$ cat src/chemical_formula_tokenizer_core_defines.svh
// ----------------------------------------------------------------------------
// chemical formula tokenizer assertion macros
// shared property wrappers, clocked on clock and held off during reset
// ----------------------------------------------------------------------------
`ifndef CHEMICAL_FORMULA_TOKENIZER_CORE_DEFINES_SVH
`define CHEMICAL_FORMULA_TOKENIZER_CORE_DEFINES_SVH

// same-cycle implication
`define CFT_ASSERT_NOW(name, ante, cons, msg) \
   name: assert property (@(posedge clock) disable iff (reset) (ante) |-> (cons)) \
      else $error(msg);

// next-cycle implication
`define CFT_ASSERT_NEXT(name, ante, cons, msg) \
   name: assert property (@(posedge clock) disable iff (reset) (ante) |=> (cons)) \
      else $error(msg);

`endif

$ cat src/cft_pkg.sv
// ----------------------------------------------------------------------------
// cft_pkg
// character codes, command and status bundles shared by the tokenizer
// ----------------------------------------------------------------------------
package cft_pkg;

   // ascii codes
   localparam logic [7:0] CH_UPPER_A  = 8'h41;
   localparam logic [7:0] CH_UPPER_Z  = 8'h5A;
   localparam logic [7:0] CH_LOWER_A  = 8'h61;
   localparam logic [7:0] CH_LOWER_Z  = 8'h7A;
   localparam logic [7:0] CH_DIGIT_0  = 8'h30;
   localparam logic [7:0] CH_DIGIT_9  = 8'h39;
   localparam logic [7:0] CH_LPAREN   = 8'h28;
   localparam logic [7:0] CH_RPAREN   = 8'h29;
   localparam logic [7:0] CASE_OFFSET = 8'h20;

   // source of an emitted item
   typedef enum logic [1:0] {
      EMIT_NONE = 2'd0,
      EMIT_PEND = 2'd1,
      EMIT_PROD = 2'd2,
      EMIT_DONE = 2'd3
   } emit_sel_type;

   // done item status
   typedef enum logic [1:0] {
      STATUS_OK       = 2'd0,
      STATUS_BAD_CHAR = 2'd1,
      STATUS_UNCLOSED = 2'd2
   } status_code_type;

   typedef struct packed {
      logic            latch;
      logic            start_up;
      logic            start_lo;
      logic            pend_append;
      logic            pend_digit;
      logic            pend_clear;
      logic            store_write;
      logic            group_open;
      logic            group_close;
      logic            mult_digit;
      logic            flush_start;
      logic            flush_next;
      logic            flush_mul;
      logic            flush_done;
      logic            clear_ctx;
      logic            push_last;
      emit_sel_type    emit;
      status_code_type done_status;
   } cmd_type;

   typedef struct packed {
      logic is_up;
      logic is_lo;
      logic is_dig;
      logic is_lparen;
      logic is_rparen;
      logic fin;
      logic cnt_nz;
      logic group_full;
      logic flush_more;
      logic prod_nz;
      logic hold_valid;
      logic out_free;
      logic slot_ok;
   } status_type;

endpackage

$ cat src/cft_ctrl.sv
// ----------------------------------------------------------------------------
// cft_ctrl
// parse mode tracking and per-item sequencing of the tokenizer datapath
// ----------------------------------------------------------------------------
module cft_ctrl (
   input  logic                 clock,
   input  logic                 reset,
   input  logic                 req_tvalid,
   output logic                 req_tready,
   input  cft_pkg::status_type  status,
   output cft_pkg::cmd_type     cmd
);

   typedef enum logic [5:0] {
      SQ_WAIT    = 6'b000001,
      SQ_FEED    = 6'b000010,
      SQ_FL_READ = 6'b000100,
      SQ_FL_MUL  = 6'b001000,
      SQ_FL_EMIT = 6'b010000,
      SQ_FINAL   = 6'b100000
   } seq_state_type;

   typedef enum logic [7:0] {
      PM_TOP_IDLE   = 8'b00000001,
      PM_TOP_OPEN   = 8'b00000010,
      PM_TOP_ELEM   = 8'b00000100,
      PM_GRP_IDLE   = 8'b00001000,
      PM_GRP_OPEN   = 8'b00010000,
      PM_GRP_ELEM   = 8'b00100000,
      PM_GRP_CLOSED = 8'b01000000,
      PM_ERR        = 8'b10000000
   } parse_mode_type;

   seq_state_type    seq_ff, seq_in, next_seq;
   parse_mode_type   mode_ff, mode_in, disp_mode;
   logic             from_final_ff, from_final_in;
   cft_pkg::cmd_type disp_cmd;
   logic             in_top, in_grp_elem, in_elem, in_open, disp_top, in_group;

   assign in_top      = (mode_ff == PM_TOP_OPEN) || (mode_ff == PM_TOP_ELEM);
   assign in_grp_elem = (mode_ff == PM_GRP_OPEN) || (mode_ff == PM_GRP_ELEM);
   assign in_elem     = in_top || in_grp_elem;
   assign in_open     = (mode_ff == PM_TOP_OPEN) || (mode_ff == PM_GRP_OPEN);
   assign disp_top    = in_top || (mode_ff == PM_TOP_IDLE);
   assign in_group    = in_grp_elem || (mode_ff == PM_GRP_IDLE);
   assign next_seq    = status.fin ? SQ_FINAL : SQ_WAIT;

   assign req_tready = (seq_ff == SQ_WAIT) && (!status.hold_valid || status.out_free);

   // character dispatch from an idle mode
   always_comb begin
      disp_cmd  = '0;
      disp_mode = PM_ERR;
      if (disp_top) begin
         priority if (status.is_up) begin
            disp_cmd.start_up = 1'b1;
            disp_mode         = PM_TOP_OPEN;
         end else if (status.is_lo) begin
            disp_cmd.start_lo = 1'b1;
            disp_mode         = PM_TOP_ELEM;
         end else if (status.is_lparen) begin
            disp_cmd.group_open = 1'b1;
            disp_mode           = PM_GRP_IDLE;
         end else begin
            disp_cmd.clear_ctx = 1'b1;
            disp_mode          = PM_ERR;
         end
      end else begin
         priority if (status.is_up) begin
            disp_cmd.start_up = 1'b1;
            disp_mode         = PM_GRP_OPEN;
         end else if (status.is_lo) begin
            disp_cmd.start_lo = 1'b1;
            disp_mode         = PM_GRP_ELEM;
         end else if (status.is_rparen) begin
            disp_cmd.group_close = 1'b1;
            disp_mode            = PM_GRP_CLOSED;
         end else begin
            disp_cmd.clear_ctx = 1'b1;
            disp_mode          = PM_ERR;
         end
      end
   end

   always_comb begin
      cmd           = '0;
      seq_in        = seq_ff;
      mode_in       = mode_ff;
      from_final_in = from_final_ff;
      unique case (seq_ff)
         SQ_WAIT: begin
            cmd.push_last = status.hold_valid && status.out_free;
            cmd.latch     = req_tvalid && req_tready;
            if (req_tvalid && req_tready) begin
               seq_in = SQ_FEED;
            end
         end
         SQ_FEED: begin
            priority if (in_open && status.is_lo) begin
               cmd.pend_append = 1'b1;
               mode_in         = in_top ? PM_TOP_ELEM : PM_GRP_ELEM;
               seq_in          = next_seq;
            end else if (in_elem && status.is_dig) begin
               cmd.pend_digit = 1'b1;
               mode_in        = in_top ? PM_TOP_ELEM : PM_GRP_ELEM;
               seq_in         = next_seq;
            end else if (in_top) begin
               // element ends: send it out, then take the char from idle
               if (!status.cnt_nz || status.slot_ok) begin
                  cmd            = disp_cmd;
                  cmd.pend_clear = 1'b1;
                  cmd.emit       = status.cnt_nz ? cft_pkg::EMIT_PEND : cft_pkg::EMIT_NONE;
                  mode_in        = disp_mode;
                  seq_in         = next_seq;
               end
            end else if (in_grp_elem) begin
               if (status.cnt_nz && status.group_full) begin
                  cmd.clear_ctx = 1'b1;
                  mode_in       = PM_ERR;
                  seq_in        = next_seq;
               end else begin
                  cmd             = disp_cmd;
                  cmd.pend_clear  = 1'b1;
                  cmd.store_write = status.cnt_nz;
                  mode_in         = disp_mode;
                  seq_in          = next_seq;
               end
            end else if (mode_ff == PM_GRP_CLOSED) begin
               if (status.is_dig) begin
                  cmd.mult_digit = 1'b1;
                  seq_in         = next_seq;
               end else begin
                  cmd.flush_start = 1'b1;
                  from_final_in   = 1'b0;
                  seq_in          = SQ_FL_READ;
               end
            end else if ((mode_ff == PM_TOP_IDLE) || (mode_ff == PM_GRP_IDLE)) begin
               cmd     = disp_cmd;
               mode_in = disp_mode;
               seq_in  = next_seq;
            end else begin
               seq_in = next_seq;
            end
         end
         SQ_FL_READ: begin
            if (status.flush_more) begin
               seq_in = SQ_FL_MUL;
            end else begin
               cmd.flush_done = 1'b1;
               mode_in        = PM_TOP_IDLE;
               seq_in         = from_final_ff ? SQ_FINAL : SQ_FEED;
            end
         end
         SQ_FL_MUL: begin
            cmd.flush_mul = 1'b1;
            seq_in        = SQ_FL_EMIT;
         end
         SQ_FL_EMIT: begin
            if (!status.prod_nz) begin
               cmd.flush_next = 1'b1;
               seq_in         = SQ_FL_READ;
            end else if (status.slot_ok) begin
               cmd.emit       = cft_pkg::EMIT_PROD;
               cmd.flush_next = 1'b1;
               seq_in         = SQ_FL_READ;
            end
         end
         SQ_FINAL: begin
            if (in_top) begin
               if (!status.cnt_nz || status.slot_ok) begin
                  cmd.pend_clear = 1'b1;
                  cmd.emit       = status.cnt_nz ? cft_pkg::EMIT_PEND : cft_pkg::EMIT_NONE;
                  mode_in        = PM_TOP_IDLE;
               end
            end else if (mode_ff == PM_GRP_CLOSED) begin
               cmd.flush_start = 1'b1;
               from_final_in   = 1'b1;
               seq_in          = SQ_FL_READ;
            end else if (status.slot_ok) begin
               cmd.emit        = cft_pkg::EMIT_DONE;
               cmd.done_status = (mode_ff == PM_ERR) ? cft_pkg::STATUS_BAD_CHAR :
                                 in_group ? cft_pkg::STATUS_UNCLOSED : cft_pkg::STATUS_OK;
               cmd.clear_ctx   = 1'b1;
               mode_in         = PM_TOP_IDLE;
               seq_in          = SQ_WAIT;
            end
         end
         default: begin
            seq_in  = SQ_WAIT;
            mode_in = PM_TOP_IDLE;
         end
      endcase
   end

   always_ff @(posedge clock) begin
      if (reset) begin
         seq_ff        <= SQ_WAIT;
         mode_ff       <= PM_TOP_IDLE;
         from_final_ff <= 1'b0;
      end else begin
         seq_ff        <= seq_in;
         mode_ff       <= mode_in;
         from_final_ff <= from_final_in;
      end
   end

endmodule

$ cat src/cft_dpath.sv
// ----------------------------------------------------------------------------
// cft_dpath
// character register, pending element, group buffer, flush multiplier and
// the hold and output registers of the result stream
// ----------------------------------------------------------------------------
module cft_dpath #(
   parameter int GROUP_DEPTH = 16,
   parameter int COUNT_BITS  = 16
) (
   input  logic                 clock,
   input  logic                 reset,
   input  cft_pkg::cmd_type     cmd,
   output cft_pkg::status_type  status,
   input  logic [7:0]           req_ch,
   input  logic                 req_final,
   output logic                 rsp_tvalid,
   input  logic                 rsp_tready,
   output logic [31:0]          rsp_tdata,
   output logic [2:0]           rsp_tuser,
   output logic                 rsp_tlast
);

   localparam int CB = COUNT_BITS;
   localparam int PW = 2 * COUNT_BITS;
   localparam int EW = 16 + COUNT_BITS;
   localparam int IW = (GROUP_DEPTH > 1) ? $clog2(GROUP_DEPTH) : 1;
   localparam int FW = $clog2(GROUP_DEPTH + 1);

   function automatic logic [15:0] sat_to_16(input logic [31:0] v);
      sat_to_16 = (|v[31:16]) ? 16'hFFFF : v[15:0];
   endfunction

   logic [7:0]    ch_ff;
   logic          fin_ff;
   logic [15:0]   pend_sym_ff, pend_sym_in;
   logic [CB-1:0] pend_cnt_ff, pend_cnt_in;
   logic          seen_ff, seen_in;
   logic [CB-1:0] mult_ff, mult_in;
   logic [FW-1:0] fill_ff, fill_in;
   logic [FW-1:0] idx_ff, idx_in;
   logic [EW-1:0] store_mem [GROUP_DEPTH];
   logic [EW-1:0] rd_ff;
   logic [PW-1:0] prod_ff;
   logic [15:0]   fsym_ff;

   logic          hold_valid_ff, hold_valid_in;
   logic [15:0]   hold_sym_ff, hold_cnt_ff;
   logic          hold_done_ff;
   logic [1:0]    hold_status_ff;
   logic          rsp_valid_ff, rsp_valid_in;
   logic [15:0]   rsp_sym_ff, rsp_cnt_ff;
   logic          rsp_done_ff, rsp_last_ff;
   logic [1:0]    rsp_status_ff;

   logic [CB-1:0] acc_src, acc_sat, fin_cnt, mult_eff, prod_sat;
   logic [CB+3:0] acc_ext, acc_step;
   logic [15:0]   emit_sym, emit_cnt;
   logic          emit_done, emit_valid, rsp_load, out_free;
   logic [1:0]    emit_status;

   // character classes
   assign status.is_up     = (ch_ff >= cft_pkg::CH_UPPER_A) && (ch_ff <= cft_pkg::CH_UPPER_Z);
   assign status.is_lo     = (ch_ff >= cft_pkg::CH_LOWER_A) && (ch_ff <= cft_pkg::CH_LOWER_Z);
   assign status.is_dig    = (ch_ff >= cft_pkg::CH_DIGIT_0) && (ch_ff <= cft_pkg::CH_DIGIT_9);
   assign status.is_lparen = (ch_ff == cft_pkg::CH_LPAREN);
   assign status.is_rparen = (ch_ff == cft_pkg::CH_RPAREN);
   assign status.fin       = fin_ff;

   // decimal accumulate, shared by element count and group multiplier
   assign acc_src  = cmd.mult_digit ? mult_ff : pend_cnt_ff;
   assign acc_ext  = {4'b0000, acc_src};
   assign acc_step = (acc_ext << 3) + (acc_ext << 1) + {{CB{1'b0}}, ch_ff[3:0]};
   assign acc_sat  = (|acc_step[CB+3:CB]) ? {CB{1'b1}} : acc_step[CB-1:0];

   // missing count means one
   assign fin_cnt           = seen_ff ? pend_cnt_ff : CB'(1);
   assign status.cnt_nz     = !seen_ff || (pend_cnt_ff != '0);
   assign status.group_full = (fill_ff == FW'(GROUP_DEPTH));
   assign status.flush_more = (idx_ff < fill_ff);

   assign mult_eff       = seen_ff ? mult_ff : CB'(1);
   assign prod_sat       = (|prod_ff[PW-1:CB]) ? {CB{1'b1}} : prod_ff[CB-1:0];
   assign status.prod_nz = (prod_ff != '0);

   always_comb begin
      pend_sym_in = pend_sym_ff;
      priority if (cmd.start_up) begin
         pend_sym_in = {ch_ff, 8'h00};
      end else if (cmd.start_lo) begin
         pend_sym_in = {ch_ff - cft_pkg::CASE_OFFSET, 8'h00};
      end else if (cmd.pend_append) begin
         pend_sym_in = {pend_sym_ff[15:8], ch_ff};
      end else if (cmd.pend_clear || cmd.clear_ctx) begin
         pend_sym_in = '0;
      end

      pend_cnt_in = pend_cnt_ff;
      priority if (cmd.start_up || cmd.start_lo || cmd.pend_clear || cmd.clear_ctx) begin
         pend_cnt_in = '0;
      end else if (cmd.pend_digit) begin
         pend_cnt_in = acc_sat;
      end

      seen_in = seen_ff;
      priority if (cmd.start_up || cmd.start_lo || cmd.pend_clear || cmd.clear_ctx ||
                   cmd.group_close || cmd.flush_done) begin
         seen_in = 1'b0;
      end else if (cmd.pend_digit || cmd.mult_digit) begin
         seen_in = 1'b1;
      end

      mult_in = mult_ff;
      priority if (cmd.clear_ctx || cmd.group_close || cmd.flush_done) begin
         mult_in = '0;
      end else if (cmd.mult_digit) begin
         mult_in = acc_sat;
      end

      fill_in = fill_ff;
      priority if (cmd.clear_ctx || cmd.group_open || cmd.flush_done) begin
         fill_in = '0;
      end else if (cmd.store_write) begin
         fill_in = fill_ff + FW'(1);
      end

      idx_in = idx_ff;
      priority if (cmd.flush_start) begin
         idx_in = '0;
      end else if (cmd.flush_next) begin
         idx_in = idx_ff + FW'(1);
      end
   end

   // result source select
   always_comb begin
      emit_sym    = '0;
      emit_cnt    = '0;
      emit_done   = 1'b0;
      emit_status = '0;
      unique case (cmd.emit)
         cft_pkg::EMIT_NONE: begin
            emit_done = 1'b0;
         end
         cft_pkg::EMIT_PEND: begin
            emit_sym = pend_sym_ff;
            emit_cnt = sat_to_16(32'(fin_cnt));
         end
         cft_pkg::EMIT_PROD: begin
            emit_sym = fsym_ff;
            emit_cnt = sat_to_16(32'(prod_sat));
         end
         cft_pkg::EMIT_DONE: begin
            emit_done   = 1'b1;
            emit_status = cmd.done_status;
         end
      endcase
   end

   // the hold stage keeps the newest item back until it is known whether it ends
   // the run of its input item
   assign emit_valid     = (cmd.emit != cft_pkg::EMIT_NONE);
   assign out_free       = !rsp_valid_ff || rsp_tready;
   assign rsp_load       = (emit_valid && hold_valid_ff) || cmd.push_last;
   assign rsp_valid_in   = rsp_load ? 1'b1 : (rsp_tready ? 1'b0 : rsp_valid_ff);
   assign hold_valid_in  = emit_valid ? 1'b1 : (cmd.push_last ? 1'b0 : hold_valid_ff);
   assign status.hold_valid = hold_valid_ff;
   assign status.out_free   = out_free;
   assign status.slot_ok    = !hold_valid_ff || out_free;

   always_ff @(posedge clock) begin
      if (reset) begin
         pend_sym_ff   <= '0;
         pend_cnt_ff   <= '0;
         seen_ff       <= 1'b0;
         mult_ff       <= '0;
         fill_ff       <= '0;
         idx_ff        <= '0;
         hold_valid_ff <= 1'b0;
         rsp_valid_ff  <= 1'b0;
      end else begin
         pend_sym_ff   <= pend_sym_in;
         pend_cnt_ff   <= pend_cnt_in;
         seen_ff       <= seen_in;
         mult_ff       <= mult_in;
         fill_ff       <= fill_in;
         idx_ff        <= idx_in;
         hold_valid_ff <= hold_valid_in;
         rsp_valid_ff  <= rsp_valid_in;
      end
   end

   always_ff @(posedge clock) begin
      if (cmd.latch) begin
         ch_ff  <= req_ch;
         fin_ff <= req_final;
      end
      if (cmd.flush_mul) begin
         prod_ff <= PW'(rd_ff[CB-1:0]) * PW'(mult_eff);
         fsym_ff <= rd_ff[EW-1:CB];
      end
      if (emit_valid) begin
         hold_sym_ff    <= emit_sym;
         hold_cnt_ff    <= emit_cnt;
         hold_done_ff   <= emit_done;
         hold_status_ff <= emit_status;
      end
      if (rsp_load) begin
         rsp_sym_ff    <= hold_sym_ff;
         rsp_cnt_ff    <= hold_cnt_ff;
         rsp_done_ff   <= hold_done_ff;
         rsp_status_ff <= hold_status_ff;
         rsp_last_ff   <= cmd.push_last;
      end
   end

   // group buffer, one write and one registered read per cycle
   always_ff @(posedge clock) begin
      if (cmd.store_write) begin
         store_mem[fill_ff[IW-1:0]] <= {pend_sym_ff, fin_cnt};
      end
      rd_ff <= store_mem[idx_ff[IW-1:0]];
   end

   assign rsp_tvalid = rsp_valid_ff;
   assign rsp_tdata  = {rsp_cnt_ff, rsp_sym_ff[7:0], rsp_sym_ff[15:8]};
   assign rsp_tuser  = {rsp_status_ff, rsp_done_ff};
   assign rsp_tlast  = rsp_last_ff;

endmodule

$ cat src/chemical_formula_tokenizer_core.sv
// ----------------------------------------------------------------------------
// chemical_formula_tokenizer_core: formula characters in, element tokens out
// each character is accepted, then decoded; the next is taken only once that is done.
// The character after a closed group first flushes the group buffer (read, multiply,
// send per buffered token); the final character then sends the pending element, or
// flushes a closed group, and then the done item. The last item of a character leaves
// the hold register when the sequencer is back waiting and the output register is free
// reset: synchronous, clears sequencer, parse mode, counters and output valid
// ----------------------------------------------------------------------------
`include "chemical_formula_tokenizer_core_defines.svh"

module chemical_formula_tokenizer_core #(
   parameter int GROUP_DEPTH = 16,   // group token buffer entries
   parameter int COUNT_BITS  = 16    // internal count width, saturating
) (
   input  logic        clock,
   input  logic        reset,

   // formula characters
   input  logic        req_tvalid,
   output logic        req_tready,
   input  logic [7:0]  req_tdata,    // [7:0] ch
   input  logic        req_tlast,    // final_char

   // element tokens and done items
   output logic        rsp_tvalid,
   input  logic        rsp_tready,
   output logic [31:0] rsp_tdata,    // [7:0] sym_first, [15:8] sym_second, [31:16] atom_count
   output logic [2:0]  rsp_tuser,    // [0] done_res, [2:1] status
   output logic        rsp_tlast     // run_last
);

   // controller to datapath commands and returning status
   cft_pkg::cmd_type    ctl_cmd;
   cft_pkg::status_type dp_status;

   // controller: tracks where the parser sits in the formula (top level,
   // inside a group, after a group close, error) and steps each item through
   // decode, group flush and formula end
   cft_ctrl u_ctrl (
      .clock      (clock),
      .reset      (reset),
      .req_tvalid (req_tvalid),
      .req_tready (req_tready),
      .status     (dp_status),
      .cmd        (ctl_cmd)
   );

   // datapath: pending element, decimal count accumulator, group buffer with
   // its multiplier, and the hold plus output registers; the hold stage is what
   // lets the last item of each character carry tlast
   cft_dpath #(
      .GROUP_DEPTH (GROUP_DEPTH),
      .COUNT_BITS  (COUNT_BITS)
   ) u_dpath (
      .clock      (clock),
      .reset      (reset),
      .cmd        (ctl_cmd),
      .status     (dp_status),
      .req_ch     (req_tdata),
      .req_final  (req_tlast),
      .rsp_tvalid (rsp_tvalid),
      .rsp_tready (rsp_tready),
      .rsp_tdata  (rsp_tdata),
      .rsp_tuser  (rsp_tuser),
      .rsp_tlast  (rsp_tlast)
   );

   // an item only enters the hold stage when the previous one can move on
   `CFT_ASSERT_NOW(a_emit_has_slot, ctl_cmd.emit != cft_pkg::EMIT_NONE, dp_status.slot_ok, "item emitted without a free slot")

   // the group buffer is never written past its depth
   `CFT_ASSERT_NOW(a_store_in_range, ctl_cmd.store_write, !dp_status.group_full, "group buffer write past depth")

   // one character is worked on at a time
   `CFT_ASSERT_NEXT(a_single_char, req_tvalid && req_tready, !req_tready, "character accepted while busy")

endmodule
$ cat config.mk
export PLATFORM = sky130hd
export DESIGN_NAME = chemical_formula_tokenizer_core
export DESIGN_NICKNAME = d
export VERILOG_FILES = /design/src/cft_pkg.sv /design/src/cft_ctrl.sv /design/src/cft_dpath.sv /design/src/chemical_formula_tokenizer_core.sv
export VERILOG_INCLUDE_DIRS = /design/src /design/src/src
export SDC_FILE = /design/constraint.sdc
export NUM_CORES = 2
export LEC_CHECK = 0
export BUFFER_PORTS_ARGS = -buffer_cell sky130_fd_sc_hd__buf_2
export CORE_MARGIN = 4
export CORE_UTILIZATION = 64
export DETAILED_ROUTE_END_ITERATION = 10
export GPL_TIMING_DRIVEN = 0
export PLACE_DENSITY = 0.86
export SYNTH_ARGS = -nofsm -noshare
export SYNTH_HDL_FRONTEND = slang
export SYNTH_SLANG_ARGS = --single-unit
$ cat constraint.sdc
create_clock -name clock -period 7.4 [get_ports clock]
set_input_delay 0.74 -clock clock [delete_from_list [all_inputs] [get_ports clock]]
set_output_delay 0.74 -clock clock [all_outputs]
set_load 0.005 [all_outputs]
; After elaboration in Yosys (flattened, before gate mapping)
; Memories as Yosys holds them, arrays and structs flattened. A register that Yosys moved wholly into a read port is not among the register bits.
; Cells that the tools add are included.
[word_totals]
regBits = 204
mem_bits_rw = 512
in_bits = 13
output_inout_bits = 38
word_cells = 275
memories = 1
[mem_list]
columns = memory, words, width, rd, rd_ports_with_merged_regs, write_ports, line_no
row1 = u_dpath.store_mem, 16, 32, 1, 1, 1, cft_dpath.sv:41  ; logic [EW-1:0] store_mem [GROUP_DEPTH];
[classes]
add_sub_neg = 5
multipliers = 1
n_lt_le_gt_ge = 7
eq_ne = 39
muxes = 138
bitwise = 1
reduce_logical = 58
[op_table]
columns = operator, n
row1 = 16-bit two-way mux, 10
row2 = 20-bit two-way mux, 8
row3 = 8-bit two-way mux, 20
row4 = 6-bit two-way mux, 17
row5 = 16-bit one-hot mux with 2 select lines, 2
row6 = 1-bit two-way mux, 48
row7 = 19-bit two-way mux, 2
row8 = 6-bit one-hot mux with 6 select lines, 1
row9 = 16-bit by 16-bit multiplier with 32-bit output, 1
row10 = 8-bit one-hot mux with 4 select lines, 1
row11 = 32-bit nonzero test, 1
row12 = 8-bit by 6-bit equality test with 1-bit output (second input constant), 3
row13 = 1-bit logical OR, 23
row14 = 19-bit by 17-bit adder with 20-bit output, 1
row15 = 20-bit by 4-bit adder with 20-bit output, 1
row16 = 4-bit two-way mux, 5
row17 = 9-bit two-way mux, 2
row18 = 1-bit one-hot mux with 2 select lines, 9
row19 = 8-bit by 7-bit >= comparator with 1-bit output (second input constant), 2
row20 = 8-bit by 7-bit <= comparator with 1-bit output (second input constant), 2
row21 = 2-bit two-way mux, 8
row22 = 2-bit != test (second input constant), 8
row23 = 16-bit nonzero test, 1
row24 = 16-bit OR reduction, 1
row25 = 45 further kinds, 72

; Depth between registers and ports, before layout
[depth]
depth_word = 24
mapped_depth = 25

; Cells and area by module
; From an unflattened synthesis, not the netlist that was laid out.
[unflattened]
hier_cells = 2606
area_unflattened_um2 = 38127.8
[modules_own_cells]
columns = module, n_inst, cells_each, area_each_um2, seq_area_each_um2
row1 = cft_dpath, 1, 2408, 36686.4, 21080.2
row2 = cft_ctrl, 1, 198, 1441.4, 300.3

; Worst setup path after synthesis
; Ideal clock, no wire load.
[synth_path]
path_kind = register to register
from = register u_dpath.seen_ff
to = register u_dpath.prod_ff[30] (data pin)
arrival_ns = 6.181
required_ns = 7.137
setup_slack_ns = 0.956
path_stages_with_launch = 24
path_buffers = 3
cell_sequence = dfxtp_1 clkbuf_1 clkbuf_1 and2_1 clkbuf_1 nand2_1 fa_1 fa_1 fa_1 inv_1 fa_1 fa_1 inv_1 fa_1 inv_1 ha_1 a21oi_1 nor2_1 a211o_1 a31o_2 a21oi_1 o21ai_0 a311oi_1 xnor2_1
[synth_between]
elab_chain_len = 2
[synth_lines]
columns = item, line_no
row1 = "start, declared", cft_dpath.sv:37  ; logic seen_ff, seen_in;
row2 = "start signal, assigned", cft_dpath.sv:183  ; seen_ff <= seen_in;
row3 = 16-bit two-way mux, cft_dpath.sv:81  ; assign mult_eff = seen_ff ? mult_ff : CB'(1);
row4 = 16-bit by 16-bit multiplier with 32-bit output, cft_dpath.sv:198  ; prod_ff <= PW'(rd_ff[CB-1:0]) * PW'(mult_eff);
row5 = "end signal, assigned", cft_dpath.sv:198
row6 = "end, declared", cft_dpath.sv:43  ; logic [PW-1:0] prod_ff;
; Every way passes these cells.
; A chain may end at the register's enable or synchronous reset.

; Final worst setup path
[layout_path]
from = register u_dpath.seen_ff
to = register u_dpath.prod_ff[31] (data pin)
; The elaborated chain is that of the path after synthesis.

==> metrics.md <==
| Metric | Value |
|---|---|
| Critical-path maximum fanout | 10 |
| Initial drt markers | 3324 |
| Antenna-violating nets left | 0 |
| Crit. End Element | flip-flop |
| Met1 capacity usage during global routing | 0.446 |
| Fin worst setup slack | a little under 300 ps |
| Startpoint types | flip-flop |
| Post-CTS Setup Repair Bufs | 0 |
| Arrival @ worst endpoint | 7450 ps |
| Total CTS buffers | 74 |
| Most used routing layer | met2 |
| Die ar. | 0.0635 mm² |
| Syn Area/Cell | 14.7 µm² |
| Flip-flop and latch area | 0.0214 mm² |
| Maxcap violations | 0 |
| Max frequency | ~140 MHz |
| Hold_buf cts | 0 |
| Cell total after placement | around 3400 |
| Yosys warns | 0 |
| Die width | between 200 and 300 µm |
| Sink Count | 748 |
| Synth unique cells | 88 |
| Post-DR vias/cell | 6.86 |
| Row cnt | 89 |
| Area of the core | 0.0590 mm² |
| Layout area overhead | 11.7% |
| Final hold violation count | 0 |
| CTS tree | done |
| First-pass GRT wire length | 160000 µm |
| DP HPWL | 69900 µm |
| Number of synthesized flops with an enable pin | 640 |
| Port bufs | 50 |
| Initial antenna violation count | 2 |
| H-tree depth reported by CTS | 3 |
| Clk root buf | clkbuf_16 |
| Pwr dens | 213 mW/mm² |
| Drt drc | 0 |
| Sequential-to-total area share from yosys stat | 0.561 |
| DP Worst Slack | -536 ps |
| Crit share post-route | 0.960 |
| Routability Congestion | around 0.95 |
| RSZ-0062 raised after global routing | false |
| Vias in the first global route | 25192 |
| Layout Nets | 3103 |
| Multi-input gate area | roughly 0.015 mm² |
| Async set-reset flop share out of synthesis | 0 |
| Final Non-Filler Cells | approximately 3600 |
| Grt total ovfl | 0 |
| Synth Register Bits | 748 |
| Worst setup path class | flip-flop to flip-flop |
| M3 GR Usage | 0.0771 |
| GRT Total Usage | 0.342 |
| IO Count | 51 |
| Status | finished, final reports clean |
| DRT Pass-1 Iters | 10 |
| Share of cells above drive strength 1 | 0.164 |
| Worst-margin pin slew | about 1400 ps |
| Chip Height | around 250 µm |
| Setup Skew | 55.2 ps |
| Vias after detailed routing | between 20000 and 25000 |
| Hold Path Depth | 1 |
| WHS | between 200 and 300 ps |
| Clk slew on worst S/H paths | 70 ps |
| Pins Over Slew Limit | 0 |
| Top FF cell, synth | edfxtp_1 |
| Reg2reg path depth | 24 |
| Critical path required time | 7750 ps |
| Utilization after layout | 0.722 |
| Syn Nets | 2947 |
| Largest net degree at the start of global routing | 37 |
| Synthesized area | 0.0381 mm² |
| Worst vdd ir | 0.288 mV |
| Longest Clk Path Bufs | 3 |
| Pleak | 15.7 nW |
| Mapped Cells | 2587 |
| Fillers | 3462 |
| Total Wirelength | 107000 µm |
| Worst hold path type | primary input to flip-flop |
| Starting density of the core | 0.646 |
| Worst skew pair latency | 640 ps |
| Routed len/inst | 29.9 µm |
| Final setup fails | 0 |
| Relative slew margins | 0.0971 |
| Minimum clock period | about 7000 ps |
| GR met2 Demand/Resource | 0.553 |
final timing paths:
| kind | end | start | slack, ps |
|---|---|---|---|
| max | u_dpath.prod_ff[31] | u_dpath.seen_ff | 300 |
| min | u_dpath.ch_ff[4] | req_tdata[4] | 270 |
| max reg2reg | u_dpath.prod_ff[31] | u_dpath.seen_ff | 300 |
| min reg2reg | u_dpath.fsym_ff[11] | u_dpath.rd_ff[27] | 410 |
cell families after synthesis:
| kind of cell | after synthesis | synth area share |
|---|---|---|
| compound gates | 276 | 0.0503 |
| xor+xnor | 53 | 0.0122 |
| fa+ha+maj | 347 | 0.152 |
| buf+inv | 391 | 0.0397 |
| flops | 748 | 0.561 |
| mux | 182 | 0.101 |
| simple gates | 590 | 0.0837 |
cells in the final DEF, fill, tap and decap left out, drive strengths merged, types with 69 or more instances in the layout:
master  instances
and3          145
buf           107
clkbuf        199
dfxtp         108
edfxtp        640
fa            196
ha            151
inv           264
mux4          160
nand2         169
o21ai          69
where the power goes:
part,leakage (nW),switching [W],internal [W]
combinational,8.24,0.000277,0.000145
sequential,6.20,0.0000517,0.00459
clock,1.25,0.00173,0.00227
total,15.7,0.00206,0.00701
layer usage:
layer	up-vias	part of all wire
met5	-	0.00014
li1	9840	-
met2	2050	0.48
met1	12197	0.34
met3	468	0.12
met4	2	0.061
state kept, by name, indices dropped and copies added (netlist names), 5 cells and up:
register             flops
u_dpath.ch_ff            8
u_dpath.rsp_cnt_ff      16
u_dpath.fill_ff          5
u_dpath.pend_cnt_ff     16
u_dpath.rsp_sym_ff      16
u_dpath.rd_ff           32
u_dpath.pend_sym_ff     16
u_ctrl.mode_ff           8
u_dpath.mult_ff         16
u_dpath.prod_ff         32
u_dpath.fsym_ff         16
u_ctrl.seq_ff            6
u_dpath.store_mem      512
u_dpath.hold_cnt_ff     16
u_dpath.idx_ff           5
u_dpath.hold_sym_ff     16
area by class of cell:
cell class | instances | share of cell area
Clock inverter | 42 | 0.0132
Buffer | 130 | 0.0129
Sequential cell | 748 | 0.502
Multi-Input combinational cell | 1448 | 0.361
Antenna cell | 1 | 0.0000587
Timing Repair Buffer | 81 | 0.0175
Tap cell | 773 | 0.0227
Clock buffer | 95 | 0.0477
Inverter | 260 | 0.0230
repair_timing:
action / CTS / global route
hold endpoints to repair: 0 / 0
gates cloned: 0 / 0
endpoints found under the setup margin: 12 / 10
gates resized for setup: 7 / 22
pin swaps: 0 / 0
metrics by stage:
step	area, µm²	power (W)	setup TNS, ps
finish	42600	0.00907	0
global route	42600	0.00931	0
CTS	42600	0.00907	0
detailed placement	40000	0.00514	-3990
global placement	39300	0.00512	-116350
floorplan	38100	0.00500	0
cell usage after synthesis, types with 5 or more instances:
cell type | n | area [µm²]
clkbuf_1 | 106 | 398
mux2_2 | 16 | 180
nor2_1 | 65 | 244
a21boi_0 | 16 | 120
a31oi_1 | 6 | 37.5
inv_1 | 258 | 968
a21oi_2 | 7 | 61.3
nor4_1 | 14 | 87.6
nand2b_1 | 8 | 50.1
nand2_1 | 168 | 631
nor2b_1 | 22 | 138
dfxtp_1 | 108 | 2160
and3_1 | 145 | 907
o211a_1 | 10 | 100
or3_1 | 13 | 81.3
a21oi_1 | 58 | 290
xor2_1 | 20 | 175
o21bai_1 | 6 | 45.0
mux2i_1 | 5 | 50.1
ha_1 | 151 | 1890
and2_1 | 35 | 219
a22o_1 | 6 | 52.6
o21ai_1 | 16 | 80.1
o21ai_0 | 53 | 265
mux4_2 | 160 | 3600
edfxtp_1 | 640 | 19200
o221a_2 | 6 | 67.6
fa_1 | 196 | 3920
xnor2_1 | 33 | 289
nor3_1 | 21 | 105
a211oi_1 | 8 | 60.1
a21o_1 | 21 | 158
buf_1 | 15 | 56.3
o21a_1 | 6 | 45.0
nand4_1 | 20 | 125
nor3b_1 | 5 | 37.5
nand3_1 | 34 | 170
or2_2 | 6 | 37.5
a22oi_1 | 19 | 143
critical path: stages, from the launching register on:
cell and delay, ps:
dfxtp_1 350, clkbuf_2 290, clkbuf_4 290, and2_1 140, clkbuf_2 240, nand2_1 110, fa_1 520, fa_1 480
fa_1 540, inv_1 50, fa_1 440, fa_1 510, inv_1 50, fa_1 480, inv_1 40, ha_1 260
clkbuf_1 190, a21oi_1 190, o21ai_0 160, o41ai_2 440, nand4b_1 200, nand4b_1 160, a311o_1 370, a31oi_1 200
xnor2_1 90
Note: power is estimated with default switching activity, not from simulation.
